===== config.mk =====
export PLATFORM = sky130hd
export DESIGN_NAME = paged_frame_alloc_translate_flat
export DESIGN_NICKNAME = d
export VERILOG_FILES = /design/src/sv/pfat_pkg.sv /design/src/sv/pfat_ifs.sv /design/src/sv/pfat_div.sv /design/src/sv/pfat_ptab.sv /design/src/sv/paged_frame_alloc_translate.sv /design/src/flat_wrapper.sv
export SDC_FILE = /design/constraint.sdc
export NUM_CORES = 2
export LEC_CHECK = 0
export ABC_AREA = 1
export BUFFER_PORTS_ARGS = -buffer_cell sky130_fd_sc_hd__buf_2
export CAP_MARGIN = 10
export CORE_MARGIN = 3
export CORE_UTILIZATION = 40
export CTS_CLUSTER_SIZE = 30
export DETAILED_ROUTE_END_ITERATION = 8
export PLACE_DENSITY = 0.6
export SYNTH_ARGS = -nofsm -noshare
export SYNTH_HDL_FRONTEND = slang
export SYNTH_SLANG_ARGS = --single-unit

===== constraint.sdc =====
create_clock -name clk -period 6.5 [get_ports clk]
set_clock_uncertainty 0.05 [all_clocks]
set_input_delay 0.975 -clock clk [delete_from_list [all_inputs] [get_ports clk]]
set_output_delay 0.975 -clock clk [all_outputs]
set_load 0.005 [all_outputs]

===== src/sv/pfat_pkg.sv =====
// Package: shared constants, codes and types of the paged frame allocator.
`timescale 1ns / 1ps

package pfat_pkg;

    // Sizing
    localparam int MAX_PROCESSES = 16;
    localparam int MAX_FRAMES    = 1024;

    localparam int PROC_IDX_W  = $clog2(MAX_PROCESSES);
    localparam int PROC_CNT_W  = $clog2(MAX_PROCESSES + 1);
    localparam int FRAME_W     = $clog2(MAX_FRAMES);
    localparam int FRAME_CNT_W = $clog2(MAX_FRAMES + 1);

    // Field widths
    localparam int MEM_SIZE_W  = 20;
    localparam int PAGE_SIZE_W = 16;
    localparam int PSIZE_W     = 16;
    localparam int PID_W       = 8;
    localparam int LADDR_W     = 16;
    localparam int STATUS_W    = 3;
    localparam int PAGE_NUM_W  = 16;
    localparam int PAGE_OFF_W  = 16;
    localparam int PADDR_W     = 20;
    localparam int GRANT_W     = 11;
    localparam int PAGES_W     = PSIZE_W + 1;

    // Configuration port
    localparam int CFG_IDX_W  = 2;
    localparam int CFG_DATA_W = 20;
    localparam logic [CFG_IDX_W-1:0] CFG_MEMORY_SIZE = 2'd0;
    localparam logic [CFG_IDX_W-1:0] CFG_PAGE_SIZE   = 2'd1;
    localparam logic [MEM_SIZE_W-1:0]  MEM_SIZE_RST  = 20'd1024;
    localparam logic [PAGE_SIZE_W-1:0] PAGE_SIZE_RST = 16'd128;

    // Request kinds
    localparam logic ACT_ALLOC = 1'b0;
    localparam logic ACT_XLATE = 1'b1;

    // Result status codes
    localparam logic [STATUS_W-1:0] ST_OK        = 3'd0;
    localparam logic [STATUS_W-1:0] ST_BAD_ID    = 3'd1;
    localparam logic [STATUS_W-1:0] ST_NO_PAGES  = 3'd2;
    localparam logic [STATUS_W-1:0] ST_BAD_ADDR  = 3'd3;
    localparam logic [STATUS_W-1:0] ST_FAULT     = 3'd4;
    localparam logic [STATUS_W-1:0] ST_NO_FRAMES = 3'd5;
    localparam logic [STATUS_W-1:0] ST_FULL      = 3'd6;

    // Divider
    localparam int DIV_DVD_W = MEM_SIZE_W;
    localparam int DIV_DVS_W = PAGE_SIZE_W;
    localparam int DIV_CNT_W = $clog2(DIV_DVD_W);

    typedef struct packed {
        logic                 start;
        logic [DIV_DVD_W-1:0] dividend;
        logic [DIV_DVS_W-1:0] divisor;
    } div_req_t;

    typedef struct packed {
        logic                 done;
        logic [DIV_DVD_W-1:0] quot;
        logic [DIV_DVS_W-1:0] rem;
    } div_rsp_t;

    // Process table entry
    typedef struct packed {
        logic [PSIZE_W-1:0]     size;
        logic [FRAME_W-1:0]     base;
        logic [FRAME_CNT_W-1:0] pages;
    } entry_t;

    typedef struct packed {
        logic                  we;
        logic [PROC_IDX_W-1:0] addr;
        entry_t                entry;
    } tab_wr_t;

    // One result
    typedef struct packed {
        logic [STATUS_W-1:0]   status;
        logic [PAGE_NUM_W-1:0] page_number;
        logic [PAGE_OFF_W-1:0] page_offset;
        logic [FRAME_W-1:0]    frame_number;
        logic [PADDR_W-1:0]    physical_address;
        logic [GRANT_W-1:0]    pages_granted;
    } result_t;

endpackage


===== src/sv/pfat_ifs.sv =====
// Interfaces: request, response and configuration channels.
`timescale 1ns / 1ps

interface pfat_req_if;
    logic                          valid;
    logic                          ready;
    logic                          action;
    logic [pfat_pkg::PSIZE_W-1:0]  process_size;
    logic [pfat_pkg::PID_W-1:0]    process_id;
    logic [pfat_pkg::LADDR_W-1:0]  logical_address;

    modport source (output valid, action, process_size, process_id, logical_address,
                    input ready);
    modport sink   (input valid, action, process_size, process_id, logical_address,
                    output ready);
endinterface

interface pfat_rsp_if;
    logic                            valid;
    logic                            ready;
    logic [pfat_pkg::STATUS_W-1:0]   status;
    logic [pfat_pkg::PAGE_NUM_W-1:0] page_number;
    logic [pfat_pkg::PAGE_OFF_W-1:0] page_offset;
    logic [pfat_pkg::FRAME_W-1:0]    frame_number;
    logic [pfat_pkg::PADDR_W-1:0]    physical_address;
    logic [pfat_pkg::GRANT_W-1:0]    pages_granted;

    modport source (output valid, status, page_number, page_offset, frame_number,
                    physical_address, pages_granted, input ready);
    modport sink   (input valid, status, page_number, page_offset, frame_number,
                    physical_address, pages_granted, output ready);
endinterface

interface pfat_cfg_if;
    logic                            valid;
    logic                            ready;
    logic [pfat_pkg::CFG_IDX_W-1:0]  index;
    logic [pfat_pkg::CFG_DATA_W-1:0] data;

    modport source (output valid, index, data, input ready);
    modport sink   (input valid, index, data, output ready);
endinterface


===== src/sv/pfat_div.sv =====
// Restoring divider, one quotient bit per cycle.
`timescale 1ns / 1ps

module pfat_div
(
    input  logic               clk,
    input  logic               rst_n,
    input  pfat_pkg::div_req_t div_req,
    output pfat_pkg::div_rsp_t div_rsp
);

    localparam logic [pfat_pkg::DIV_CNT_W-1:0] LAST_STEP =
        pfat_pkg::DIV_CNT_W'(pfat_pkg::DIV_DVD_W - 1);

    logic                               busy_reg;
    logic                               done_reg;
    logic [pfat_pkg::DIV_CNT_W-1:0]     cnt_reg;
    logic [pfat_pkg::DIV_DVD_W-1:0]     quo_reg;
    logic [pfat_pkg::DIV_DVS_W-1:0]     rem_reg;
    logic [pfat_pkg::DIV_DVS_W-1:0]     dvs_reg;

    logic [pfat_pkg::DIV_DVS_W:0]       shifted;
    logic [pfat_pkg::DIV_DVS_W+1:0]     diff;
    logic                               fits;
    logic [pfat_pkg::DIV_DVS_W-1:0]     rem_next;

    always_comb
    begin
        shifted  = {rem_reg, quo_reg[pfat_pkg::DIV_DVD_W-1]};
        diff     = {1'b0, shifted} - {2'b00, dvs_reg};
        fits     = !diff[pfat_pkg::DIV_DVS_W+1];
        rem_next = fits ? diff[pfat_pkg::DIV_DVS_W-1:0]
                        : shifted[pfat_pkg::DIV_DVS_W-1:0];
    end

    always_ff @(posedge clk or negedge rst_n)
    begin
        if (!rst_n)
        begin
            busy_reg <= 1'b0;
            done_reg <= 1'b0;
            cnt_reg  <= '0;
        end
        else
        begin
            done_reg <= 1'b0;
            if (div_req.start)
            begin
                busy_reg <= 1'b1;
                cnt_reg  <= '0;
            end
            else if (busy_reg)
            begin
                cnt_reg <= cnt_reg + 1'b1;
                if (cnt_reg == LAST_STEP)
                begin
                    busy_reg <= 1'b0;
                    done_reg <= 1'b1;
                end
            end
        end
    end

    always_ff @(posedge clk)
    begin
        if (div_req.start)
        begin
            quo_reg <= div_req.dividend;
            rem_reg <= '0;
            dvs_reg <= div_req.divisor;
        end
        else if (busy_reg)
        begin
            quo_reg <= {quo_reg[pfat_pkg::DIV_DVD_W-2:0], fits};
            rem_reg <= rem_next;
        end
    end

    assign div_rsp.done = done_reg;
    assign div_rsp.quot = quo_reg;
    assign div_rsp.rem  = rem_reg;

    // A new division only starts once the previous one has finished.
    assert property (@(posedge clk) disable iff (!rst_n)
        div_req.start |-> !busy_reg)
        else $error("divider restarted while busy");

    // Done follows the final iteration only.
    assert property (@(posedge clk) disable iff (!rst_n)
        done_reg |-> $past(busy_reg) && !busy_reg)
        else $error("divider done without a finished run");

    // A zero divisor never reaches the divider.
    assert property (@(posedge clk) disable iff (!rst_n)
        div_req.start |-> div_req.divisor != '0)
        else $error("divider started with zero divisor");

endmodule


===== src/sv/pfat_ptab.sv =====
// Process table: one synchronous memory, one write and one registered read port.
`timescale 1ns / 1ps

module pfat_ptab
(
    input  logic                                clk,
    input  pfat_pkg::tab_wr_t                   wr,
    input  logic                                rd_en,
    input  logic [pfat_pkg::PROC_IDX_W-1:0]     rd_addr,
    output pfat_pkg::entry_t                    rd_data
);

    pfat_pkg::entry_t mem [pfat_pkg::MAX_PROCESSES];
    pfat_pkg::entry_t rd_data_reg;

    always_ff @(posedge clk)
    begin
        if (wr.we)
        begin
            mem[wr.addr] <= wr.entry;
        end
        if (rd_en)
        begin
            rd_data_reg <= mem[rd_addr];
        end
    end

    assign rd_data = rd_data_reg;

endmodule


===== src/sv/paged_frame_alloc_translate.sv =====
// Top level: process page table with contiguous frame allocation and address translation.
//
//  Channel | Dir | Handshake      | Payload
//  --------+-----+----------------+-----------------------------------------------------
//  cfg     | in  | valid / ready  | index (0 memory_size, 1 page_size), data
//  req     | in  | valid / ready  | action, process_size, process_id, logical_address
//  rsp     | out | valid / ready  | status, page_number, page_offset, frame_number,
//          |     |                | physical_address, pages_granted
//
// Flow: one request at a time. A translate runs from accept to result through the
//   table read, a 20-step divide for page and offset, the page-fault check, one
//   multiply stage and the add. An allocate runs one divide for the page count; the
//   first allocate after reset or a configuration write runs a second divide, for
//   the frame total, ahead of it. Bad id and full table go straight to the result.
//   The shared divider serves all of these divides.
// Reset: control registers go to their defaults; the process table is not cleared,
//   since only entries of registered processes are ever read.
// Stalls: a finished result sits in the output register while req.ready returns
//   high, so the next request runs while the sink holds off. cfg is always ready.
`timescale 1ns / 1ps

module paged_frame_alloc_translate
(
    input  logic       clk,
    input  logic       rst_n,
    pfat_cfg_if.sink   cfg,
    pfat_req_if.sink   req,
    pfat_rsp_if.source rsp
);

    // FSM codes
    localparam logic [3:0] S_IDLE   = 4'd0;
    localparam logic [3:0] S_FRAMES = 4'd1;  // divide memory_size for frame total
    localparam logic [3:0] S_PAGES  = 4'd2;  // divide process size for page count
    localparam logic [3:0] S_ALLOC  = 4'd3;  // fit check and table write
    localparam logic [3:0] S_RDTAB  = 4'd4;  // issue table read
    localparam logic [3:0] S_CHECK  = 4'd5;  // id entry back: page/bound checks
    localparam logic [3:0] S_XDIV   = 4'd6;  // divide address for page/offset
    localparam logic [3:0] S_MUL    = 4'd7;  // frame * page size
    localparam logic [3:0] S_PHYS   = 4'd8;  // add offset
    localparam logic [3:0] S_EMIT   = 4'd9;  // hand result to output register

    logic [3:0] state_reg;

    // Configuration and cached frame total
    logic [pfat_pkg::MEM_SIZE_W-1:0]  memory_size_reg;
    logic [pfat_pkg::PAGE_SIZE_W-1:0] page_size_reg;
    logic [pfat_pkg::PAGE_SIZE_W-1:0] eff_ps;
    logic [pfat_pkg::FRAME_CNT_W-1:0] frames_reg;
    logic                             frames_ok_reg;

    // Allocation state
    logic [pfat_pkg::PROC_CNT_W-1:0]  count_reg;
    logic [pfat_pkg::FRAME_CNT_W-1:0] nff_reg;

    // Latched request
    logic [pfat_pkg::PSIZE_W-1:0]     size_reg;
    logic [pfat_pkg::PID_W-1:0]       pid_reg;
    logic [pfat_pkg::LADDR_W-1:0]     addr_reg;

    // Working registers
    logic [pfat_pkg::PAGES_W-1:0]     pages_reg;
    logic [pfat_pkg::PAGE_NUM_W-1:0]  pg_reg;
    logic [pfat_pkg::PAGE_OFF_W-1:0]  off_reg;
    logic [pfat_pkg::FRAME_W-1:0]     frame_reg;
    logic [pfat_pkg::FRAME_W+pfat_pkg::PAGE_SIZE_W-1:0] prod_reg;
    pfat_pkg::entry_t                 ent_reg;
    pfat_pkg::result_t                res_reg;

    // Output register
    pfat_pkg::result_t                out_reg;
    logic                             out_valid_reg;

    // Submodule links
    pfat_pkg::div_req_t               div_req;
    pfat_pkg::div_rsp_t               div_rsp;
    pfat_pkg::tab_wr_t                tab_wr;
    logic                             tab_rd_en;
    logic [pfat_pkg::PROC_IDX_W-1:0]  tab_rd_addr;
    pfat_pkg::entry_t                 tab_rd_data;

    // Combinational helpers
    logic                             req_fire;
    logic                             emit_go;
    logic [pfat_pkg::PAGES_W:0]       fit_sum;
    logic                             fit_ok;
    logic [pfat_pkg::PAGES_W-1:0]     pages_next;
    logic [pfat_pkg::FRAME_CNT_W-1:0] frames_next;
    pfat_pkg::result_t                res_start;

    assign eff_ps   = (page_size_reg == '0) ? pfat_pkg::PAGE_SIZE_W'(1) : page_size_reg;
    assign req_fire = req.valid && req.ready;
    assign emit_go  = (state_reg == S_EMIT) && (!out_valid_reg || rsp.ready);

    assign req.ready = (state_reg == S_IDLE);
    assign cfg.ready = 1'b1;

    // Clamp the frame total; ceiling of size over page size.
    assign frames_next = (div_rsp.quot > pfat_pkg::DIV_DVD_W'(pfat_pkg::MAX_FRAMES))
                       ? pfat_pkg::FRAME_CNT_W'(pfat_pkg::MAX_FRAMES)
                       : pfat_pkg::FRAME_CNT_W'(div_rsp.quot);
    assign pages_next  = pfat_pkg::PAGES_W'(div_rsp.quot[pfat_pkg::PSIZE_W-1:0])
                       + pfat_pkg::PAGES_W'(div_rsp.rem != '0);
    assign fit_sum     = (pfat_pkg::PAGES_W+1)'(nff_reg) + (pfat_pkg::PAGES_W+1)'(pages_reg);
    assign fit_ok      = fit_sum <= (pfat_pkg::PAGES_W+1)'(frames_reg);

    // Starting result of a new request: the early-exit status, all else zero.
    always_comb
    begin
        res_start        = '0;
        res_start.status = (req.action == pfat_pkg::ACT_ALLOC) ? pfat_pkg::ST_FULL
                                                                : pfat_pkg::ST_BAD_ID;
    end

    // Divider start requests
    always_comb
    begin
        div_req.start    = 1'b0;
        div_req.dividend = pfat_pkg::DIV_DVD_W'(size_reg);
        div_req.divisor  = eff_ps;
        unique case (state_reg)
            S_IDLE:
            begin
                if (req_fire && (req.action == pfat_pkg::ACT_ALLOC)
                    && (count_reg < pfat_pkg::PROC_CNT_W'(pfat_pkg::MAX_PROCESSES)))
                begin
                    div_req.start    = 1'b1;
                    div_req.dividend = frames_ok_reg
                                     ? pfat_pkg::DIV_DVD_W'(req.process_size)
                                     : memory_size_reg;
                end
            end
            S_FRAMES:
            begin
                div_req.start    = div_rsp.done;
                div_req.dividend = pfat_pkg::DIV_DVD_W'(size_reg);
            end
            S_CHECK:
            begin
                div_req.start    = (tab_rd_data.pages != '0)
                                && (pfat_pkg::PSIZE_W'(addr_reg) < tab_rd_data.size);
                div_req.dividend = pfat_pkg::DIV_DVD_W'(addr_reg);
            end
            default:
            begin
                div_req.start = 1'b0;
            end
        endcase
    end

    // Process table access
    always_comb
    begin
        tab_rd_en   = (state_reg == S_RDTAB);
        tab_rd_addr = pfat_pkg::PROC_IDX_W'(pid_reg - 1'b1);
        tab_wr.we   = (state_reg == S_ALLOC);
        tab_wr.addr = pfat_pkg::PROC_IDX_W'(count_reg);
        tab_wr.entry.size  = size_reg;
        tab_wr.entry.base  = fit_ok ? pfat_pkg::FRAME_W'(nff_reg) : '0;
        tab_wr.entry.pages = fit_ok ? pfat_pkg::FRAME_CNT_W'(pages_reg) : '0;
    end

    pfat_div u_div
    (
        .clk     (clk),
        .rst_n   (rst_n),
        .div_req (div_req),
        .div_rsp (div_rsp)
    );

    pfat_ptab u_ptab
    (
        .clk     (clk),
        .wr      (tab_wr),
        .rd_en   (tab_rd_en),
        .rd_addr (tab_rd_addr),
        .rd_data (tab_rd_data)
    );

    // Control state
    always_ff @(posedge clk or negedge rst_n)
    begin
        if (!rst_n)
        begin
            state_reg       <= S_IDLE;
            memory_size_reg <= pfat_pkg::MEM_SIZE_RST;
            page_size_reg   <= pfat_pkg::PAGE_SIZE_RST;
            frames_ok_reg   <= 1'b0;
            frames_reg      <= '0;
            count_reg       <= '0;
            nff_reg         <= '0;
            out_valid_reg   <= 1'b0;
        end
        else
        begin
            if (cfg.valid && cfg.ready)
            begin
                frames_ok_reg <= 1'b0;
                unique case (cfg.index)
                    pfat_pkg::CFG_MEMORY_SIZE:
                    begin
                        memory_size_reg <= cfg.data[pfat_pkg::MEM_SIZE_W-1:0];
                    end
                    pfat_pkg::CFG_PAGE_SIZE:
                    begin
                        page_size_reg <= cfg.data[pfat_pkg::PAGE_SIZE_W-1:0];
                    end
                    default:
                    begin
                    end
                endcase
            end

            if (emit_go)
            begin
                out_valid_reg <= 1'b1;
            end
            else if (rsp.ready)
            begin
                out_valid_reg <= 1'b0;
            end

            unique case (state_reg)
                S_IDLE:
                begin
                    if (req_fire)
                    begin
                        if (req.action == pfat_pkg::ACT_ALLOC)
                        begin
                            if (count_reg >= pfat_pkg::PROC_CNT_W'(pfat_pkg::MAX_PROCESSES))
                            begin
                                state_reg <= S_EMIT;
                            end
                            else if (frames_ok_reg)
                            begin
                                state_reg <= S_PAGES;
                            end
                            else
                            begin
                                state_reg <= S_FRAMES;
                            end
                        end
                        else if ((req.process_id == '0)
                                 || (req.process_id > pfat_pkg::PID_W'(count_reg)))
                        begin
                            state_reg <= S_EMIT;
                        end
                        else
                        begin
                            state_reg <= S_RDTAB;
                        end
                    end
                end
                S_FRAMES:
                begin
                    if (div_rsp.done)
                    begin
                        frames_reg    <= frames_next;
                        frames_ok_reg <= 1'b1;
                        state_reg     <= S_PAGES;
                    end
                end
                S_PAGES:
                begin
                    if (div_rsp.done)
                    begin
                        state_reg <= S_ALLOC;
                    end
                end
                S_ALLOC:
                begin
                    count_reg <= count_reg + 1'b1;
                    if (fit_ok)
                    begin
                        nff_reg <= pfat_pkg::FRAME_CNT_W'(fit_sum);
                    end
                    state_reg <= S_EMIT;
                end
                S_RDTAB:
                begin
                    state_reg <= S_CHECK;
                end
                S_CHECK:
                begin
                    state_reg <= div_req.start ? S_XDIV : S_EMIT;
                end
                S_XDIV:
                begin
                    if (div_rsp.done)
                    begin
                        if (pfat_pkg::PAGE_NUM_W'(div_rsp.quot) >=
                            pfat_pkg::PAGE_NUM_W'(ent_reg.pages))
                        begin
                            state_reg <= S_EMIT;
                        end
                        else
                        begin
                            state_reg <= S_MUL;
                        end
                    end
                end
                S_MUL:
                begin
                    state_reg <= S_PHYS;
                end
                S_PHYS:
                begin
                    state_reg <= S_EMIT;
                end
                S_EMIT:
                begin
                    if (emit_go)
                    begin
                        state_reg <= S_IDLE;
                    end
                end
                default:
                begin
                    state_reg <= S_IDLE;
                end
            endcase
        end
    end

    // Datapath registers
    always_ff @(posedge clk)
    begin
        if (req_fire)
        begin
            size_reg   <= req.process_size;
            pid_reg    <= req.process_id;
            addr_reg   <= req.logical_address;
            res_reg    <= res_start;
        end

        if ((state_reg == S_PAGES) && div_rsp.done)
        begin
            pages_reg <= pages_next;
        end

        if (state_reg == S_ALLOC)
        begin
            if (fit_ok)
            begin
                res_reg.status        <= pfat_pkg::ST_OK;
                res_reg.frame_number  <= pfat_pkg::FRAME_W'(nff_reg);
                res_reg.pages_granted <= pfat_pkg::GRANT_W'(pages_reg);
            end
            else
            begin
                res_reg.status <= pfat_pkg::ST_NO_FRAMES;
            end
        end

        if (state_reg == S_CHECK)
        begin
            ent_reg <= tab_rd_data;
            if (tab_rd_data.pages == '0)
            begin
                res_reg.status <= pfat_pkg::ST_NO_PAGES;
            end
            else if (pfat_pkg::PSIZE_W'(addr_reg) >= tab_rd_data.size)
            begin
                res_reg.status <= pfat_pkg::ST_BAD_ADDR;
            end
        end

        if ((state_reg == S_XDIV) && div_rsp.done)
        begin
            pg_reg    <= pfat_pkg::PAGE_NUM_W'(div_rsp.quot);
            off_reg   <= pfat_pkg::PAGE_OFF_W'(div_rsp.rem);
            frame_reg <= ent_reg.base + pfat_pkg::FRAME_W'(div_rsp.quot);
            res_reg.status <= pfat_pkg::ST_FAULT;
        end

        if (state_reg == S_MUL)
        begin
            prod_reg <= frame_reg * eff_ps;
        end

        if (state_reg == S_PHYS)
        begin
            res_reg.status           <= pfat_pkg::ST_OK;
            res_reg.page_number      <= pg_reg;
            res_reg.page_offset      <= off_reg;
            res_reg.frame_number     <= frame_reg;
            res_reg.physical_address <= pfat_pkg::PADDR_W'(prod_reg)
                                      + pfat_pkg::PADDR_W'(off_reg);
        end

        if (emit_go)
        begin
            out_reg <= res_reg;
        end
    end

    assign rsp.valid            = out_valid_reg;
    assign rsp.status           = out_reg.status;
    assign rsp.page_number      = out_reg.page_number;
    assign rsp.page_offset      = out_reg.page_offset;
    assign rsp.frame_number     = out_reg.frame_number;
    assign rsp.physical_address = out_reg.physical_address;
    assign rsp.pages_granted    = out_reg.pages_granted;

    // Process count never passes the table depth.
    assert property (@(posedge clk) disable iff (!rst_n)
        count_reg <= pfat_pkg::PROC_CNT_W'(pfat_pkg::MAX_PROCESSES))
        else $error("process count beyond table depth");

    // Every allocation that reaches the fit check registers one process.
    assert property (@(posedge clk) disable iff (!rst_n)
        (state_reg == S_ALLOC) |=> count_reg == $past(count_reg) + 1'b1)
        else $error("allocation did not register a process");

    // Frames handed out stay within the frame limit.
    assert property (@(posedge clk) disable iff (!rst_n)
        nff_reg <= pfat_pkg::FRAME_CNT_W'(pfat_pkg::MAX_FRAMES))
        else $error("next free frame beyond frame limit");

    // A result handed over shows up on the output channel next cycle.
    assert property (@(posedge clk) disable iff (!rst_n)
        emit_go |=> out_valid_reg && (state_reg == S_IDLE))
        else $error("result lost on hand-over");

endmodule


===== src/flat_wrapper.sv =====
// flat-port wrapper written by rule: the top's interface ports become plain ports
module paged_frame_alloc_translate_flat 
  (clk, rst_n, cfg_valid, cfg_index, cfg_data, cfg_ready, req_valid, req_action, req_process_size, req_process_id, req_logical_address, req_ready, rsp_valid, rsp_status, rsp_page_number, rsp_page_offset, rsp_frame_number, rsp_physical_address, rsp_pages_granted, rsp_ready);
  pfat_cfg_if cfg_i ();
  pfat_req_if req_i ();
  pfat_rsp_if rsp_i ();
  input  logic clk;
  input  logic rst_n;
  input wire logic [$bits(cfg_i.valid)-1:0] cfg_valid;
  input wire logic [$bits(cfg_i.index)-1:0] cfg_index;
  input wire logic [$bits(cfg_i.data)-1:0] cfg_data;
  output wire logic [$bits(cfg_i.ready)-1:0] cfg_ready;
  input wire logic [$bits(req_i.valid)-1:0] req_valid;
  input wire logic [$bits(req_i.action)-1:0] req_action;
  input wire logic [$bits(req_i.process_size)-1:0] req_process_size;
  input wire logic [$bits(req_i.process_id)-1:0] req_process_id;
  input wire logic [$bits(req_i.logical_address)-1:0] req_logical_address;
  output wire logic [$bits(req_i.ready)-1:0] req_ready;
  output wire logic [$bits(rsp_i.valid)-1:0] rsp_valid;
  output wire logic [$bits(rsp_i.status)-1:0] rsp_status;
  output wire logic [$bits(rsp_i.page_number)-1:0] rsp_page_number;
  output wire logic [$bits(rsp_i.page_offset)-1:0] rsp_page_offset;
  output wire logic [$bits(rsp_i.frame_number)-1:0] rsp_frame_number;
  output wire logic [$bits(rsp_i.physical_address)-1:0] rsp_physical_address;
  output wire logic [$bits(rsp_i.pages_granted)-1:0] rsp_pages_granted;
  input wire logic [$bits(rsp_i.ready)-1:0] rsp_ready;
  assign cfg_i.valid = cfg_valid;
  assign cfg_i.index = cfg_index;
  assign cfg_i.data = cfg_data;
  assign cfg_ready = cfg_i.ready;
  assign req_i.valid = req_valid;
  assign req_i.action = req_action;
  assign req_i.process_size = req_process_size;
  assign req_i.process_id = req_process_id;
  assign req_i.logical_address = req_logical_address;
  assign req_ready = req_i.ready;
  assign rsp_valid = rsp_i.valid;
  assign rsp_status = rsp_i.status;
  assign rsp_page_number = rsp_i.page_number;
  assign rsp_page_offset = rsp_i.page_offset;
  assign rsp_frame_number = rsp_i.frame_number;
  assign rsp_physical_address = rsp_i.physical_address;
  assign rsp_pages_granted = rsp_i.pages_granted;
  assign rsp_i.ready = rsp_ready;
  paged_frame_alloc_translate u_core (.clk(clk), .rst_n(rst_n), .cfg(cfg_i), .req(req_i), .rsp(rsp_i));
endmodule

==> reports/results.ini <==
[yosys]
netlist-cell-type-count = 60
yosysTopAreaCell = edfxtp_1
synthFlopType = edfxtp_1
synth_area_sq_mm = 0.04801
ys_async_sr_fraction_pct = 7.273
yosysSeqAreaShare_pct = 63.74
syn_inst = 4145
syn-num-nets = 4455
avgSynthCellArea_sq_um = 11.58
synth_area_leaders = edfxtp_1, nand2_1, fa_1
netlist.area_leader.share_pct = 58.11
ys_warn_count = 0
ys_ff_latch = 1045
synth_edf_count = 929

[routing]
drt_iter0_markers = 3026
via_per_inst = 5.230
drc = 0
routedWlPerCell_um = 21.46
ant_nets = 0
wl_um = 127600
dr.pass1.iters = 6
via_count = 31116

[power_and_ir_drop]
p_total_mw = 20.86
p_int_mw = 13.83
pwr-share-clk_pct = 29.0
power_frac_comb_pct = 28.2
powerDensity_mw_per_mm2 = 385.5
vdd_ir_drop_max_mv = 0.2183
p_sw_mw = 7.032
leakagePower_nw = 21.26
swShare_pct = 33.71
power_frac_seq_pct = 42.8

[placed_design]
portBuffers = 145
gp_congestion = 0.9482
place_inst = 5754
post-place-ws_ns = 1.024
hpwl_um = 82930

[cells_and_area]
area_growth_pct = 12.71
ff_latch_area_sq_mm = 0.03060
layout.cells.non_filler = 5949
nNetsFinal = 4573
diodes = 0
final_common_cell = edfxtp_1
fillCellCount = 10795
multi_input_area_sq_mm = 0.01500
final_core_util_pct = 45.64
largest_reg_flops = 592
drive_gt1_share_pct = 9.749
mostFrequentLayoutCells = edfxtp_1, nand2_1, nor2_1, inv_1, o21ai_0

[timing]
max_freq_mhz = 179.8
hold_viol_final = 0
drv_slew = 0
tightest_slew_ns = 1.165
max_slew_margin_pct = 22.28
fin_crit_sh_pct = 85.57
finalSetupTns_ns = 0
setup_slack_ns = 0.9377
period_needed_ns = 5.562
setup_viol = 0
rsz0062_at_grt = false

[setup_path]
path_cells = nor4_1, nand4_1, nand2_1, nand2_1, fa_1, fa_1, inv_1, fa_1, fa_1, inv_1, fa_1, inv_1, ha_1, a21oi_1, a21boi_0, o21ai_0, nand2_1, nand2_1, xor2_1
cp_data_required_time_ns = 6.89
cp_slowest_cell = dfrtp_1
cp-start-kind = flip-flop
crit_path_end_kind = flip-flop
critPathMaxFanout = 13
cpPeakStageDelay_ns = 0.57
cp.arrival_ns = 5.95
path_class = reg -> reg
crit_top_cell = fa_1

[clock_network]
cts_setup_buffers = 0
clkLatencyLatePin_ns = 0.71
cts.sinks = 1045
cts_buffers = 107
cts-root-buf = clkbuf_16
ctsHoldBuffers = 0
cts_buffer_depth = 3
htreeDepth = 3
ctsResizeCount = 0
cts_tree = done
cts.clk_slew.worst_paths_ns = 0.06

[floorplan]
core-area_sq_mm = 0.1186
die_h_um = 352.4
start_util_pct = 40.49
rows = 126
fp.dieW_um = 352.4
io_pins = 147
dieArea_sq_mm = 0.1242

[grt]
antenna_found_initial = 3
grt_pass1_vias = 30073
grt_overflow = 0
grt_pass1_wl_um = 190400
grt.total_usage_pct = 20.17
grt_max_degree = 193

[min_path]
hp-class = in -> async

[outcome]
status = complete, no violations

[flow_run]
drv_cap = 0

==> power groups by stage <==
| stage | Clock, mW | Combinational, mW | Sequential, mW |
|---|---|---|---|
| after floorplan | 0 | 4.24 | 8.75 |
| after global placement | 0 | 5.83 | 9.05 |
| after detailed placement | 0 | 5.90 | 9.06 |
| after CTS | 6.15 | 5.93 | 8.93 |
| after global routing | 6.42 | 6.72 | 8.99 |
| final | 6.04 | 5.89 | 8.93 |
==> metrics by stage <==
| stage | hold WS, ns | instance area (sq um) |
|---|---|---|
| 5_1_grt | 0.1450 | 54110 |
| 3_3_place_gp | 0.3514 | 50660 |
| 6_report | 0.1442 | 54110 |
| 4_1_cts | 0.1130 | 54110 |
| 2_1_floorplan | 0.3503 | 48010 |
| 3_5_place_dp | 0.3545 | 50660 |
==> synth_stat cells (all sizes together), types with 18 or more instances <==
| cell type | number |
|---|---|
| xnor2 | 20 |
| nand4 | 19 |
| o32ai | 36 |
| nand2 | 590 |
| a21oi | 86 |
| nand3 | 85 |
| o211ai | 21 |
| buf | 55 |
| o21ai | 383 |
| o221ai | 41 |
| o22ai | 81 |
| xor2 | 62 |
| fa | 101 |
| dfxtp | 40 |
| nor2 | 529 |
| a31oi | 18 |
| inv | 464 |
| dfrtp | 74 |
| ha | 141 |
| mux2i | 77 |
| nor3 | 53 |
| clkbuf | 153 |
| edfxtp | 929 |
==> logic make-up (layout without fill, tap and decap cells) <==
logic type,Yosys count,after routing,share of synthesized area [%]
other cells,1,1,0.007811
simple gates,1302,1302,10.90
fa+ha+maj,242,242,7.887
compound gates,720,720,8.848
mux,81,81,1.699
xor+xnor,82,82,1.496
flops,1045,1045,63.74
buf+inv,672,876,5.418
==> final timing paths <==
check	from	slack (ns)	depth (start not counted)	endpoint
setup / recovery	u_core.page_size_reg[5]	0.94	19	u_core.prod_reg[15]
hold / removal	rst_n	0.14	1	u_core.nff_reg[9]
setup reg to reg	u_core.page_size_reg[5]	0.94	19	u_core.prod_reg[15]
hold reg to reg	u_core.res_reg[15]	0.36	0	u_core.rsp.physical_address[4]
max in group asynchronous	rst_n	5.04	2	u_core.page_size_reg[6]
min in group clk	u_core.res_reg[15]	0.36	0	u_core.rsp.physical_address[4]
==> critical path, delay by kind of cell, from the launching register on <==
kind            cells  cell delay, ns
fa+ha+maj           6            2.66
simple gates        6            1.01
compound gates      3            0.74
flops               1            0.57
buf+inv             3            0.14
xor+xnor            1            0.14
==> layer usage <==
metal	global-route usage [%]	part of all wire, %	vias to the layer above
met5	0	0	-
met4	7.441	3.6	0
met2	32.95	47	1027
li1	-	-	14594
met1	27.66	43	15285
met3	2.606	6.1	210
==> layout make-up <==
class,instances,share of cell area [%]
timing repair buffer,217,2.414
tap,1600,3.700
multi-input combinational,2428,27.72
clock buffer,141,5.452
clock inverter,54,0.9319
inverter,464,3.233
sequential,1045,56.55
No activity file was read; power rests on OpenSTA's default activity.
